==> src/rtl/zsvd_pkg.sv <==
// ----------------------------------------------------------------------------
// zsvd_pkg: shared types, constants and code tables
// Length code tables (base value and extra bit count) and field widths for
// the zstd sequence value decoder.
// ----------------------------------------------------------------------------
package zsvd_pkg;

  localparam int unsigned LL_CODES   = 36;
  localparam int unsigned ML_CODES   = 53;

  localparam int unsigned LL_CODE_W  = 6;
  localparam int unsigned ML_CODE_W  = 6;
  localparam int unsigned OF_CODE_W  = 5;
  localparam int unsigned EXTRA_W    = 16;
  localparam int unsigned OF_EXTRA_W = 31;
  localparam int unsigned LIT_LEN_W  = 17;
  localparam int unsigned MATCH_W    = 18;
  localparam int unsigned OFFSET_W   = 32;
  localparam int unsigned BITS_W     = 5;

  // Repeat offset values loaded at reset and at each new frame
  localparam logic [OFFSET_W-1:0] REP0_INIT = 32'd1;
  localparam logic [OFFSET_W-1:0] REP1_INIT = 32'd4;
  localparam logic [OFFSET_W-1:0] REP2_INIT = 32'd8;

  typedef enum logic {
    FUNC_DECODE    = 1'b0,
    FUNC_NEW_FRAME = 1'b1
  } func_e;

  function automatic logic [LIT_LEN_W-1:0] ll_base(input logic [LL_CODE_W-1:0] code);
    logic [LIT_LEN_W-1:0] b;
    b = '0;
    if (code < LL_CODE_W'(16)) begin
      b = LIT_LEN_W'(code);
    end else begin
      case (code)
        6'd16:   b = 17'd16;
        6'd17:   b = 17'd18;
        6'd18:   b = 17'd20;
        6'd19:   b = 17'd22;
        6'd20:   b = 17'd24;
        6'd21:   b = 17'd28;
        6'd22:   b = 17'd32;
        6'd23:   b = 17'd40;
        6'd24:   b = 17'd48;
        6'd25:   b = 17'd64;
        6'd26:   b = 17'd128;
        6'd27:   b = 17'd256;
        6'd28:   b = 17'd512;
        6'd29:   b = 17'd1024;
        6'd30:   b = 17'd2048;
        6'd31:   b = 17'd4096;
        6'd32:   b = 17'd8192;
        6'd33:   b = 17'd16384;
        6'd34:   b = 17'd32768;
        6'd35:   b = 17'd65536;
        default: b = '0;
      endcase
    end
    return b;
  endfunction

  function automatic logic [BITS_W-1:0] ll_bits(input logic [LL_CODE_W-1:0] code);
    logic [BITS_W-1:0] n;
    case (code)
      6'd16, 6'd17, 6'd18, 6'd19: n = 5'd1;
      6'd20, 6'd21:               n = 5'd2;
      6'd22, 6'd23:               n = 5'd3;
      6'd24:                      n = 5'd4;
      6'd25:                      n = 5'd6;
      6'd26:                      n = 5'd7;
      6'd27:                      n = 5'd8;
      6'd28:                      n = 5'd9;
      6'd29:                      n = 5'd10;
      6'd30:                      n = 5'd11;
      6'd31:                      n = 5'd12;
      6'd32:                      n = 5'd13;
      6'd33:                      n = 5'd14;
      6'd34:                      n = 5'd15;
      6'd35:                      n = 5'd16;
      default:                    n = '0;
    endcase
    return n;
  endfunction

  function automatic logic [LIT_LEN_W-1:0] ml_base(input logic [ML_CODE_W-1:0] code);
    logic [LIT_LEN_W-1:0] b;
    b = '0;
    if (code < ML_CODE_W'(32)) begin
      b = LIT_LEN_W'(code) + 17'd3;
    end else begin
      case (code)
        6'd32:   b = 17'd35;
        6'd33:   b = 17'd37;
        6'd34:   b = 17'd39;
        6'd35:   b = 17'd41;
        6'd36:   b = 17'd43;
        6'd37:   b = 17'd47;
        6'd38:   b = 17'd51;
        6'd39:   b = 17'd59;
        6'd40:   b = 17'd67;
        6'd41:   b = 17'd83;
        6'd42:   b = 17'd99;
        6'd43:   b = 17'd131;
        6'd44:   b = 17'd259;
        6'd45:   b = 17'd515;
        6'd46:   b = 17'd1027;
        6'd47:   b = 17'd2051;
        6'd48:   b = 17'd4099;
        6'd49:   b = 17'd8195;
        6'd50:   b = 17'd16387;
        6'd51:   b = 17'd32771;
        6'd52:   b = 17'd65539;
        default: b = '0;
      endcase
    end
    return b;
  endfunction

  function automatic logic [BITS_W-1:0] ml_bits(input logic [ML_CODE_W-1:0] code);
    logic [BITS_W-1:0] n;
    case (code)
      6'd32, 6'd33, 6'd34, 6'd35: n = 5'd1;
      6'd36, 6'd37:               n = 5'd2;
      6'd38, 6'd39:               n = 5'd3;
      6'd40, 6'd41:               n = 5'd4;
      6'd42:                      n = 5'd5;
      6'd43:                      n = 5'd7;
      6'd44:                      n = 5'd8;
      6'd45:                      n = 5'd9;
      6'd46:                      n = 5'd10;
      6'd47:                      n = 5'd11;
      6'd48:                      n = 5'd12;
      6'd49:                      n = 5'd13;
      6'd50:                      n = 5'd14;
      6'd51:                      n = 5'd15;
      6'd52:                      n = 5'd16;
      default:                    n = '0;
    endcase
    return n;
  endfunction

  // Low mask of n ones over an extra-bits field (n up to 16)
  function automatic logic [EXTRA_W-1:0] extra_mask(input logic [BITS_W-1:0] n);
    logic [EXTRA_W:0] m;
    m = (17'd1 << n) - 17'd1;
    return m[EXTRA_W-1:0];
  endfunction

endpackage

==> src/rtl/zstd_sequence_value_decode.sv <==
// ----------------------------------------------------------------------------
// zstd_sequence_value_decode: zstd sequence values and repeat offsets
// Turns literal-length, match-length and offset codes with their extra-bit
// values into lengths and a resolved match offset, keeping the three-entry
// repeat-offset history.
// ----------------------------------------------------------------------------
// One word in is one sequence (func = decode) or a new-frame marker
// (func = new frame) that reloads the repeat offsets to 1, 4, 8 and yields no
// output word. A word is taken every cycle unless the input stalls behind a
// decode word that has no room in the output register. A decode word passes
// the input register, then one pass of table lookup, add and history update
// into the output register. The history register is read and written in that
// same pass, so back-to-back sequences see each other's updates. A repeat
// offset that resolves to zero still gives a word, with lengths decoded,
// match_offset 0 and bad_repeat set; the history is then left alone.
// ----------------------------------------------------------------------------
module zstd_sequence_value_decode (
  input  logic                             clk_i,
  input  logic                             rst_ni,
  // input channel
  input  logic                             in_valid_i,
  output logic                             in_stall_o,
  input  logic                             func_i,
  input  logic [zsvd_pkg::LL_CODE_W-1:0]   ll_code_i,
  input  logic [zsvd_pkg::EXTRA_W-1:0]     ll_extra_i,
  input  logic [zsvd_pkg::ML_CODE_W-1:0]   ml_code_i,
  input  logic [zsvd_pkg::EXTRA_W-1:0]     ml_extra_i,
  input  logic [zsvd_pkg::OF_CODE_W-1:0]   of_code_i,
  input  logic [zsvd_pkg::OF_EXTRA_W-1:0]  of_extra_i,
  // output channel
  output logic                             out_valid_o,
  input  logic                             out_stall_i,
  output logic [zsvd_pkg::LIT_LEN_W-1:0]   lit_len_o,
  output logic [zsvd_pkg::MATCH_W-1:0]     copy_len_o,
  output logic [zsvd_pkg::OFFSET_W-1:0]    match_offset_o,
  output logic                             bad_repeat_o
);
  import zsvd_pkg::*;

  // input register
  logic                  s1_valid_q, s1_valid_d;
  func_e                 s1_func_q;
  logic [LL_CODE_W-1:0]  s1_ll_code_q;
  logic [EXTRA_W-1:0]    s1_ll_extra_q;
  logic [ML_CODE_W-1:0]  s1_ml_code_q;
  logic [EXTRA_W-1:0]    s1_ml_extra_q;
  logic [OF_CODE_W-1:0]  s1_of_code_q;
  logic [OF_EXTRA_W-1:0] s1_of_extra_q;

  // output register
  logic                  out_valid_q, out_valid_d;
  logic [LIT_LEN_W-1:0]  lit_len_q;
  logic [MATCH_W-1:0]    copy_len_q;
  logic [OFFSET_W-1:0]   offset_q, offset_d;
  logic                  bad_q, bad_d;

  // repeat-offset history, entry 0 is most recent
  logic [OFFSET_W-1:0]   hist0_q, hist1_q, hist2_q;
  logic [OFFSET_W-1:0]   hist0_d, hist1_d, hist2_d;

  logic                  in_accept;
  logic                  out_free;
  logic                  s1_fire;
  logic                  s1_decode;
  logic [LIT_LEN_W-1:0]  lit_len;
  logic [MATCH_W-1:0]    copy_len;
  logic [OFFSET_W-1:0]   of_pow;
  logic [OFFSET_W-1:0]   of_mask;
  logic [OFFSET_W-1:0]   of_new;
  logic                  lit_zero;
  logic [1:0]            rep_sel;
  logic [OFFSET_W-1:0]   rep_cand;

  // handshake: a decode word needs room in the output register,
  // a new-frame word only touches the history
  assign s1_decode  = (s1_func_q == FUNC_DECODE);
  assign out_free   = !out_valid_q || !out_stall_i;
  assign s1_fire    = s1_valid_q && (!s1_decode || out_free);
  assign in_stall_o = s1_valid_q && !s1_fire;
  assign in_accept  = in_valid_i && !in_stall_o;

  assign s1_valid_d = in_accept || (s1_valid_q && !s1_fire);

  always_comb begin
    out_valid_d = out_valid_q;
    if (s1_fire && s1_decode) begin
      out_valid_d = 1'b1;
    end else if (!out_stall_i) begin
      out_valid_d = 1'b0;
    end
  end

  always_ff @(posedge clk_i or negedge rst_ni) begin
    if (!rst_ni) begin
      s1_valid_q  <= 1'b0;
      out_valid_q <= 1'b0;
    end else begin
      s1_valid_q  <= s1_valid_d;
      out_valid_q <= out_valid_d;
    end
  end

  always_ff @(posedge clk_i) begin
    if (in_accept) begin
      s1_func_q     <= func_e'(func_i);
      s1_ll_code_q  <= ll_code_i;
      s1_ll_extra_q <= ll_extra_i;
      s1_ml_code_q  <= ml_code_i;
      s1_ml_extra_q <= ml_extra_i;
      s1_of_code_q  <= of_code_i;
      s1_of_extra_q <= of_extra_i;
    end
  end

  zsvd_len_dec u_len_dec (
    .ll_code_i  (s1_ll_code_q),
    .ll_extra_i (s1_ll_extra_q),
    .ml_code_i  (s1_ml_code_q),
    .ml_extra_i (s1_ml_extra_q),
    .lit_len_o  (lit_len),
    .copy_len_o (copy_len)
  );

  // new offset: (1 << code) + masked extra - 3; extra stays below the power
  assign of_pow  = OFFSET_W'(1) << s1_of_code_q;
  assign of_mask = of_pow - OFFSET_W'(1);
  assign of_new  = (of_pow | ({1'b0, s1_of_extra_q} & of_mask)) - OFFSET_W'(3);

  // repeat select 1..3, shifted by one when there are no literals
  assign lit_zero = (lit_len == '0);
  assign rep_sel  = 2'd1 + {1'b0, lit_zero} + {1'b0, s1_of_extra_q[0]};
  assign rep_cand = (rep_sel == 2'd3) ? (hist0_q - OFFSET_W'(1)) :
                    (rep_sel == 2'd2) ? hist2_q : hist1_q;

  always_comb begin
    hist0_d  = hist0_q;
    hist1_d  = hist1_q;
    hist2_d  = hist2_q;
    offset_d = '0;
    bad_d    = 1'b0;
    if (!s1_decode) begin
      hist0_d = REP0_INIT;
      hist1_d = REP1_INIT;
      hist2_d = REP2_INIT;
    end else if (s1_of_code_q > OF_CODE_W'(1)) begin
      offset_d = of_new;
      hist0_d  = of_new;
      hist1_d  = hist0_q;
      hist2_d  = hist1_q;
    end else if (s1_of_code_q == '0) begin
      if (lit_zero) begin
        offset_d = hist1_q;
        hist0_d  = hist1_q;
        hist1_d  = hist0_q;
      end else begin
        offset_d = hist0_q;
      end
    end else if (rep_cand == '0) begin
      bad_d = 1'b1;
    end else begin
      offset_d = rep_cand;
      hist0_d  = rep_cand;
      hist1_d  = hist0_q;
      if (rep_sel != 2'd1) begin
        hist2_d = hist1_q;
      end
    end
  end

  always_ff @(posedge clk_i or negedge rst_ni) begin
    if (!rst_ni) begin
      hist0_q <= REP0_INIT;
      hist1_q <= REP1_INIT;
      hist2_q <= REP2_INIT;
    end else if (s1_fire) begin
      hist0_q <= hist0_d;
      hist1_q <= hist1_d;
      hist2_q <= hist2_d;
    end
  end

  always_ff @(posedge clk_i) begin
    if (s1_fire && s1_decode) begin
      lit_len_q  <= lit_len;
      copy_len_q <= copy_len;
      offset_q   <= offset_d;
      bad_q      <= bad_d;
    end
  end

  assign out_valid_o    = out_valid_q;
  assign lit_len_o      = lit_len_q;
  assign copy_len_o     = copy_len_q;
  assign match_offset_o = offset_q;
  assign bad_repeat_o   = bad_q;

  // history never holds a zero offset
  a_hist_nonzero: assert property (@(posedge clk_i) disable iff (!rst_ni)
    (hist0_q != '0) && (hist1_q != '0) && (hist2_q != '0))
    else $error("repeat history holds zero");

  // a flagged word carries offset zero
  a_bad_offset: assert property (@(posedge clk_i) disable iff (!rst_ni)
    (out_valid_q && bad_q) |-> (offset_q == '0))
    else $error("bad repeat with nonzero offset");

  // new frame reloads the history
  a_new_frame: assert property (@(posedge clk_i) disable iff (!rst_ni)
    (s1_valid_q && !s1_decode) |=>
      (hist0_q == REP0_INIT) && (hist1_q == REP1_INIT) && (hist2_q == REP2_INIT))
    else $error("history not reloaded on new frame");

  // input stalls only behind a word that cannot move on
  a_stall_cause: assert property (@(posedge clk_i) disable iff (!rst_ni)
    in_stall_o |-> (s1_valid_q && s1_decode && out_valid_q && out_stall_i))
    else $error("input stalled without cause");

  // a flagged word leaves history entries 0 and 1 untouched
  a_bad_keeps_hist: assert property (@(posedge clk_i) disable iff (!rst_ni)
    (s1_fire && s1_decode && bad_d) |=> $stable(hist0_q) && $stable(hist1_q))
    else $error("history changed on bad repeat");

endmodule

==> src/rtl/zsvd_len_dec.sv <==
// ----------------------------------------------------------------------------
// zsvd_len_dec: literal and match length decode
// Table base plus masked extra bits; codes beyond a table decode to zero.
// ----------------------------------------------------------------------------
module zsvd_len_dec (
  input  logic [zsvd_pkg::LL_CODE_W-1:0] ll_code_i,
  input  logic [zsvd_pkg::EXTRA_W-1:0]   ll_extra_i,
  input  logic [zsvd_pkg::ML_CODE_W-1:0] ml_code_i,
  input  logic [zsvd_pkg::EXTRA_W-1:0]   ml_extra_i,
  output logic [zsvd_pkg::LIT_LEN_W-1:0] lit_len_o,
  output logic [zsvd_pkg::MATCH_W-1:0]   copy_len_o
);
  import zsvd_pkg::*;

  logic [EXTRA_W-1:0] ll_ext;
  logic [EXTRA_W-1:0] ml_ext;

  assign ll_ext = ll_extra_i & extra_mask(ll_bits(ll_code_i));
  assign ml_ext = ml_extra_i & extra_mask(ml_bits(ml_code_i));

  // wide literal bases are powers of two, so no carry out; copy_len has a spare bit
  assign lit_len_o  = ll_base(ll_code_i) + LIT_LEN_W'(ll_ext);
  assign copy_len_o = MATCH_W'(ml_base(ml_code_i)) + MATCH_W'(ml_ext);

endmodule

==> config.mk <==
export PLATFORM = sky130hd
export DESIGN_NAME = zstd_sequence_value_decode
export DESIGN_NICKNAME = d
export VERILOG_FILES = /design/src/rtl/zsvd_pkg.sv /design/src/rtl/zstd_sequence_value_decode.sv /design/src/rtl/zsvd_len_dec.sv
export SDC_FILE = /design/constraint.sdc
export NUM_CORES = 1
export LEC_CHECK = 0
export BUFFER_PORTS_ARGS = -buffer_cell sky130_fd_sc_hd__buf_2
export CAP_MARGIN = 20
export CORE_AREA = 2 2 210 212
export CTS_BUF_LIST = sky130_fd_sc_hd__clkbuf_4 sky130_fd_sc_hd__clkbuf_8 sky130_fd_sc_hd__clkbuf_16
export DETAILED_ROUTE_END_ITERATION = 12
export DIE_AREA = 0 0 212 214
export PLACE_DENSITY = 0.64
export SYNTH_ARGS = -nofsm -noshare
export SYNTH_HDL_FRONTEND = slang
export SYNTH_SLANG_ARGS = --single-unit
==> constraint.sdc <==
create_clock -name clk_i -period 10.53 [get_ports clk_i]
set_input_delay 2.106 -clock clk_i [delete_from_list [all_inputs] [get_ports clk_i]]
set_output_delay 2.106 -clock clk_i [all_outputs]
set_load 0.05 [all_outputs]
After elaboration in Yosys (flattened, before gate mapping) --
Memory sizes are Yosys's and may differ from the RTL's. A register that Yosys moved wholly into a read port is not among the register bits. Cells that the tools add are included.
Storage, ports and cells: flip-flop bits (word level) 247, input port bits 85, bits in read-only memories 2752, output and inout bits 70, memories kept 4
Operators by class: add/sub/neg operators 10, bitwise gates (word level) 5, mux-type cells 29, reductions and logical operators 19, order comparisons 3, shift-type cells 3, eq/ne operators 8
Memory list:
- (name not given) | words 64, width 17, rd ports 1, clocked after memory_dff 1, wr ports 0, RTL line zsvd_pkg.sv:93 | case (code)
- (name not given) | words 64, width 16, rd ports 1, clocked after memory_dff 1, wr ports 0, RTL line zsvd_pkg.sv:37 | case (code)
- (name not given) | words 64, width 5, rd ports 1, clocked after memory_dff 1, wr ports 0, RTL line zsvd_pkg.sv:123 | case (code)
- (name not given) | words 64, width 5, rd ports 1, clocked after memory_dff 1, wr ports 0, RTL line zsvd_pkg.sv:66 | case (code)
Operators by type and width (number):
- 32-bit two-way mux | 20
- 32-bit by 1-bit subtractor with 32-bit output (second input constant) | 2
- 17-bit two-way mux | 2
- 16-bit bitwise AND | 2
- 31-bit by 32-bit bitwise AND with 32-bit output | 1
- 32-bit logical NOT | 1
- 32-bit bitwise OR | 1
- 1-bit by 5-bit << shifter with 16-bit output (first input constant) | 2
- 1-bit by 5-bit << shifter with 32-bit output (first input constant) | 1
- 16-bit by 1-bit subtractor with 16-bit output (second input constant) | 2
- 32-bit by 2-bit subtractor with 32-bit output (second input constant) | 1
- 6-bit two-way mux | 4
- 17-bit by 16-bit adder with 18-bit output | 1
- 17-bit by 16-bit adder with 17-bit output | 1
- 17-bit logical NOT | 1
- 4-bit inequality test (second input constant) | 2
- 6-bit by 2-bit adder with 7-bit output (second input constant) | 1
- 6-bit by 5-bit less-than comparator with 1-bit output (second input constant) | 1
- 6-bit less-than comparator (second input constant) | 1
- 3-bit inequality test (second input constant) | 2
- 5-bit by 1-bit > comparator with 1-bit output (second input constant) | 1
- 5-bit logical NOT | 1
- 2-bit equality test (second input constant) | 2
- 1-bit logical AND | 4
- other kinds (12) | 20

Logic depth before layout (Yosys ltp) --
Gate-level depths: netlist of the first run.
depth after elaboration 15, mapped depth 35, gate-level depth less buffers 28

By module --
Synthesis of the first run repeated with hierarchy kept, for this count alone.
Unflattened totals: cell total of the unflattened synthesis 1580, area total of the unflattened synthesis 15860.2 um^2
By module, submodules not included:
- zstd_sequence_value_decode | area each 12776.0 um^2, cells each 1134, instances 1
- zsvd_len_dec | area each 3084.2 um^2, cells each 446, instances 1

Least setup slack after synthesis of the first run --
No wires, ideal clock.
kind register to register, start point reg with a tool-made name, end point reg hist1_q[10], slack 3.121 ns, path buffers 6, arrival 7.283 ns, library setup time 0.125 ns, required time 10.405 ns, stages on the path, launching flop included 30, cells stage by stage dfxtp_1 > clkbuf_1 > nor3_1 > nand2_1 > ha_1 > clkbuf_1 > xnor2_1 > and2_1 > ha_1 > a211oi_1 > o21bai_1 > a211o_1 > a2111oi_0 > or4b_2 > a2111oi_0 > and4_1 > buf_6 > buf_2 > inv_1 > ha_1 > buf_1 > mux2i_1 > a211oi_1 > or3_1 > or4_1 > nor4_2 > nand4_2 > o311a_4 > buf_12 > mux2_4
RTL lines:
- to (signal assigned) | RTL line zstd_sequence_value_decode.sv:177 | hist1_q <= hist1_d;
- to (decl) | RTL line zstd_sequence_value_decode.sv:58 | logic [OFFSET_W-1:0] hist0_q, hist1_q, hist2_q;

==> results of run 1 <==
## layout make-up
type                    instances  area, um2
diodes                          3       7.51
well taps                     585        732
clock buffers                  42        952
clock inverters                20        155
repair buffers                173        916
fillers                      4091      23600
multi-input cells            1240       8600
flip-flops and latches        289       7770
inverters                      53        201
## power by group through the flow
stage	Combinational (mW)	Sequential [mW]	Clock (mW)
5_1_grt	0.739	1.36	1.25
2_1_floorplan	0.460	1.41	0
3_5_place_dp	0.669	1.37	0
6_report	0.676	1.35	1.17
4_1_cts	0.673	1.35	1.20
3_3_place_gp	0.657	1.37	0
## per-layer routing
metal  vias to the layer above  part of all wire
li1                       6464                 -
met1                      6471              0.44
met2                       436              0.48
met3                        74             0.063
met4                         4             0.024
met5                         -           0.00065
## Yosys cell counts, drive strengths merged (16+ instances only)
| cell | instances | area [um2] |
|---|---|---|
| dfxtp | 42 | 841 |
| mux2i | 60 | 601 |
| buf | 36 | 272 |
| o21ai | 72 | 360 |
| and2 | 40 | 250 |
| inv | 53 | 199 |
| a31oi | 25 | 156 |
| ha | 50 | 626 |
| mux2 | 39 | 544 |
| a32o | 32 | 320 |
| nor4 | 16 | 121 |
| o31ai | 23 | 173 |
| nand2 | 87 | 327 |
| clkbuf | 77 | 289 |
| or4 | 24 | 190 |
| a22o | 32 | 280 |
| dfrtp | 95 | 2380 |
| xor2 | 22 | 193 |
| o211ai | 16 | 120 |
| a21oi | 77 | 385 |
| edfxtp | 149 | 4470 |
| nor3 | 56 | 280 |
| nand3 | 30 | 150 |
| nor2b | 77 | 482 |
| and3b | 32 | 280 |
| nor2 | 159 | 597 |
| a211oi | 35 | 263 |
| xnor2 | 46 | 403 |
## kinds of logic (layout without fill, tap and decap cells)
kind of cell	after synthesis	count (layout)
AND/OR/NAND/NOR	623	623
AO/OA/AOI/OAI	398	398
flip-flops	289	289
buffers and inverters	166	288
multiplexers	99	99
XOR/XNOR	68	68
adder cells (fa/ha/maj)	52	52
other	0	3
## critical path, delay by kind of cell (launching register included)
| family | cells | cell delay (ns) |
|---|---|---|
| AOI/OAI and AO/OA | 8 | 1.82 |
| adders and majority gates | 3 | 0.94 |
| buffers and inverters | 3 | 1.37 |
| DFF | 1 | 0.44 |
| muxes | 1 | 0.12 |
| and+or+nand+nor | 13 | 4.19 |
## worst paths after layout
path,startpoint,slack (ns),endpoint,depth (start not counted)
setup / recovery,flip-flop,1.57,hist2_q[1],28
hold / removal,hist1_q[2],0.50,hist1_q[2],2
setup reg to reg,flip-flop,1.57,hist2_q[1],28
hold reg to reg,hist1_q[2],0.50,hist1_q[2],2
max in group asynchronous,rst_ni,7.79,hist2_q[27],2
min in group asynchronous,rst_ni,1.53,hist1_q[8],1
## through the flow
| step | setup slack, ns | util | cell area, um2 |
|---|---|---|---|
| 2_1_floorplan | 3.12 | - | 17100 |
| 3_3_place_gp | 1.89 | 0.425 | 18200 |
| 3_5_place_dp | 1.62 | 0.425 | 18200 |
| 4_1_cts | 1.60 | 0.450 | 19300 |
| 5_1_grt | 0.697 | 0.451 | 19300 |
| 6_report | 1.57 | 0.451 | 19300 |
==> impl_metrics.env, run 1 <==
export IMPL_cts_resized_gates=0
export IMPL_post_route_min_period_ns=8.96
export IMPL_clock_skew_ns=0.0156
export IMPL_slew_viol_final=0
export IMPL_p_leak_nw=8.10
export IMPL_hold_violations=0
export IMPL_overflow=0
export IMPL_synth_seq_cells=289
export IMPL_post_dp_hpwl_mm=33.0
export IMPL_nets=1929
export IMPL_synth_nets=1832
export IMPL_synthMuxAreaShare=0.0669
export IMPL_synth_cells=1695
export IMPL_rsz0062_at_grt="false"
export IMPL_synth_simple_gate_area_frac=0.199
export IMPL_synthAdderAreaFrac=0.0389
export IMPL_ir_drop_mv=0.130
export IMPL_synth_flop_cell="edfxtp_1"
export IMPL_cts_buffer_depth=3
export IMPL_synth_edf_count=149
export IMPL_cts_root_buffer="clkbuf_16"
export IMPL_synth_async_reset_ratio=0.339
export IMPL_area_growth_syn_to_layout_pct=12.9
export IMPL_drv_cap=0
export IMPL_fin_crit_sh=0.851
export IMPL_grt_pass1_wl_mm=72.9
export IMPL_status="complete, no violations"
export IMPL_p_clk_frac=0.366
export IMPL_cp_max_fo=53
export IMPL_hold_buffers=0
export IMPL_vias=13449
export IMPL_core_area_um2=42900
export IMPL_synth_area_per_cell_um2=10.1
export IMPL_top_usage_layer="met2"
export IMPL_setup_violations=0
export IMPL_critPathSlowestCell="or4b_2"
export IMPL_syn_area_um2=17100
export IMPL_yosys_area_share_xor_xnor=0.0348
export IMPL_drc=0
export IMPL_die_x_um=212
export IMPL_drt_initial_drc_count=1003
export IMPL_gr_usage_all_layers=0.202
export IMPL_post_cts_setup_buffers=0
export IMPL_seq_power_share=0.423
export IMPL_power_switching_uw=984
export IMPL_grt_met2_usage=0.335
export IMPL_final_cell_mix="157 x nor2_1, 153 x buf_2, 149 x edfxtp_1"
export IMPL_fin_setup_tns_ns=0
export IMPL_final_cell_count_no_fill=2405
export IMPL_place_gp_congestion=0.877
export IMPL_grt_use_met1=0.270
export IMPL_ant_nets=0
export IMPL_grt_max_degree=76
export IMPL_synth_cell_type_count=80
export IMPL_combPwrFrac=0.211
export IMPL_io_buffer_count=154
export IMPL_switching_share=0.307
export IMPL_mostFrequentLayoutCell="nor2_1"
export IMPL_wirelength_mm=45.9
export IMPL_ios=155
export IMPL_required_ns=11.01
export IMPL_ys_seq_area_frac=0.454
export IMPL_die_y_um=214
export IMPL_p_per_area_nw_per_um2=166
export IMPL_clkTransAtPathRegs_ns=0.06
export IMPL_antenna_found_initial=6
export IMPL_fin_hold_ws_ns=0.496
export IMPL_cp_start_kind="flip-flop"
export IMPL_arrival_ns=9.44
export IMPL_path_class="flip-flop to flip-flop"
export IMPL_grt_pass1_vias=12996
export IMPL_cts_sinks=289
export IMPL_power_total_mw=3.20
export IMPL_cts_tree="done"
export IMPL_worstMarginPinSlew_ns=1.06
export IMPL_die_area_um2=45400
export IMPL_slew_headroom=0.294
export IMPL_internal_power_mw=2.22
export IMPL_slowest_delay_ns=0.62
export IMPL_max_freq_mhz=112
export IMPL_start_util=0.399
export IMPL_grt_util_met3=0.0361
export IMPL_row_count=76
export IMPL_insertion_delay_ns=0.54
export IMPL_end_kind="flip-flop"
export IMPL_htreeDepth=2
export IMPL_vias_per_cell=5.59
export IMPL_wl_per_cell_um=19.1
export IMPL_dp_cells=2339
export IMPL_synth_top_family_by_area="simple AND/OR/NAND/NOR gates"
export IMPL_synth_warnings=0
export IMPL_synth_compound_area_share=0.162
export IMPL_hold_path_class="flip-flop to flip-flop"
export IMPL_drive_gt1_frac=0.171
export IMPL_drt_first_pass_iters=5
export IMPL_cts_buffers=35
Note: power is estimated with default switching activity, not from simulation.
==> run 2: changes to the inputs <==
Settings changed: ABC_AREA set to 1, CORE_AREA 2 2 210 212 to 2 2 215 217, DIE_AREA 0 0 212 214 to 0 0 217 219.
==> impl_metrics.env, run 2 <==
export IMPL_status="complete, no violations"
export IMPL_fill_cells=4565
export IMPL_nets=2696
export IMPL_insertion_delay_ns=0.56
export IMPL_slowest_delay_ns=0.90
export IMPL_clock_skew_ns=0.0363
export IMPL_required_ns=10.96
export IMPL_grt_pass1_wl_mm=83.8
export IMPL_ys_seq_area_frac=0.435
export IMPL_num_antenna_cells=0
export IMPL_die_area_um2=47500
export IMPL_dp_cells=3120
export IMPL_final_cell_count_no_fill=3186
export IMPL_cts_buffer_depth=3
export IMPL_vias_per_cell=5.23
export IMPL_synth_top_area_cell="edfxtp_1"
export IMPL_drc=0
export IMPL_fin_area_um2=20300
export IMPL_max_freq_mhz=121
export IMPL_critPathSlowestCell="ha_1"
export IMPL_cts_tree="done"
export IMPL_post_route_min_period_ns=8.27
export IMPL_gr_usage_all_layers=0.222
export IMPL_grt_max_degree=69
export IMPL_synth_top_area_share=0.250
export IMPL_cts_root_buffer="clkbuf_16"
export IMPL_hold_violations=0
export IMPL_hold_path_class="flip-flop to flip-flop"
export IMPL_vias=16663
export IMPL_synth_area_top_cells="edfxtp_1 25%, nand2_1 16%, dfrtp_1 13%"
export IMPL_drt_initial_drc_count=1375
export IMPL_area_growth_syn_to_layout_pct=13.5
export IMPL_reg2regPathDepth=35
export IMPL_grt_pass1_vias=15837
export IMPL_p_per_area_nw_per_um2=169
export IMPL_cp_endpoint="hist1_q[28]"
export IMPL_synth_most_common_cell="nand2_1"
export IMPL_synth_warnings=0
export IMPL_post_cts_setup_buffers=0
export IMPL_rsz0062_at_grt="false"
export IMPL_combPwrFrac=0.236
export IMPL_synth_seq_cells=289
export IMPL_place_gp_congestion=0.992
export IMPL_switching_share=0.334
export IMPL_cts_sinks=289
export IMPL_worstMarginPinSlew_ns=0.964
export IMPL_ff2ff_setup_slack_ns=2.26
export IMPL_p_clk_frac=0.371
export IMPL_fin_crit_sh=0.786
export IMPL_overflow=0
export IMPL_row_count=78
export IMPL_mostFrequentLayoutCell="nand2_1"
export IMPL_drive_gt1_frac=0.119
export IMPL_slew_viol_final=0
export IMPL_hold_buffers=0
export IMPL_synth_cell_type_count=60
export IMPL_syn_area_um2=17900
export IMPL_internal_power_mw=2.29
export IMPL_ios=155
export IMPL_fin_util=0.450
export IMPL_synth_cells=2442
export IMPL_cp_max_fo=64
export IMPL_synth_flop_cell="edfxtp_1"
export IMPL_wl_per_cell_um=16.8
export IMPL_post_dp_hpwl_mm=39.8
export IMPL_htreeDepth=2
export IMPL_synth_area_per_cell_um2=7.32
export IMPL_final_cell_mix="784 x nand2_1, 258 x inv_1, 247 x nor2_1"
export IMPL_end_kind="flip-flop"
export IMPL_slew_headroom=0.357
export IMPL_setup_violations=0
export IMPL_regToRegEndpoint="hist1_q[28]"
export IMPL_drt_first_pass_iters=5
export IMPL_drv_cap=0
export IMPL_fin_setup_tns_ns=0
export IMPL_clkTransAtPathRegs_ns=0.05
export IMPL_path_class="flip-flop to flip-flop"
export IMPL_power_switching_mw=1.15
export IMPL_seq_power_share=0.393
export IMPL_ant_nets=0
export IMPL_regArea_um2=7770
export IMPL_p_leak_nw=9.77
export IMPL_io_buffer_count=154
export IMPL_antenna_found_initial=0
export IMPL_cts_buffers=36
export IMPL_multi_input_area_um2=8620
export IMPL_cp_start_kind="flip-flop"
export IMPL_synth_commonest_cells="784 x nand2_1, 260 x inv_1, 247 x nor2_1"
export IMPL_synth_nets=2579
export IMPL_ir_drop_mv=0.154
export IMPL_core_area_um2=45100
export IMPL_synth_async_reset_ratio=0.339
export IMPL_die_x_um=217
export IMPL_synth_edf_count=149
export IMPL_arrival_ns=8.70
export IMPL_cts_resized_gates=0
export IMPL_start_util=0.396
export IMPL_placed_area_um2=19000
export IMPL_die_y_um=219
export IMPL_wirelength_mm=53.4
==> run 2: worst min path at each step <==
stage / start / endpoint / slack (ns) / cells after the start
floorplan: hist2_q[11] / hist2_q[11] / 0.45 / 2
detailed placement: hist2_q[4] / hist2_q[4] / 0.48 / 2
global placement: hist2_q[14] / hist2_q[14] / 0.46 / 2
finish: hist2_q[4] / hist2_q[4] / 0.49 / 2
CTS: hist2_q[4] / hist2_q[4] / 0.49 / 2
global route: hist1_q[2] / hist1_q[2] / 0.51 / 2
==> run 2: cell families after synthesis <==
kind of cell	after synthesis	synth area share
AO/OA/AOI/OAI	341	0.103
XOR/XNOR	17	0.00833
adder cells (fa/ha/maj)	52	0.0372
buffers and inverters	364	0.0830
flip-flops	289	0.435
multiplexers	2	0.00112
AND/OR/NAND/NOR	1377	0.332
==> run 2: power by group through the flow <==
stage | combinational [mW] | sequential, mW | clock, mW
floorplan | 0.539 | 1.40 | 0
global placement | 0.794 | 1.37 | 0
detailed placement | 0.802 | 1.37 | 0
CTS | 0.807 | 1.35 | 1.31
global route | 0.907 | 1.36 | 1.35
finish | 0.813 | 1.35 | 1.28
==> run 2: area by class of cell <==
class                   count  area share
multi-input cells        1789       0.425
flip-flops and latches    289       0.383
clock buffers              50      0.0519
inverters                 277      0.0515
repair buffers            166      0.0432
well taps                 600      0.0370
clock inverters            15     0.00857
==> run 2: critical path: cells and delay by family (launching register included) <==
| family | cells | cell delay, ns |
|---|---|---|
| AND/OR/NAND/NOR | 19 | 3.98 |
| buffers and inverters | 5 | 1.12 |
| AO/OA/AOI/OAI | 8 | 1.23 |
| adder cells (fa/ha/maj) | 3 | 1.43 |
| flip-flops | 1 | 0.32 |
==> run 2: metal layers <==
layer  track usage  part of all wire
met3        0.0406             0.065
met4        0.0874             0.035
met1         0.285              0.43
met2         0.372              0.47
met5             0                 0
==> run 2: stage by stage <==
stage               worst slack, ns  total power [mW]  hold WS [ns]
CTS                            2.31              3.47         0.491
global route                   1.44              3.62         0.513
finish                         2.26              3.44         0.490
global placement               2.56              2.17         0.464
floorplan                      5.35              1.94         0.448
detailed placement             2.36              2.17         0.477
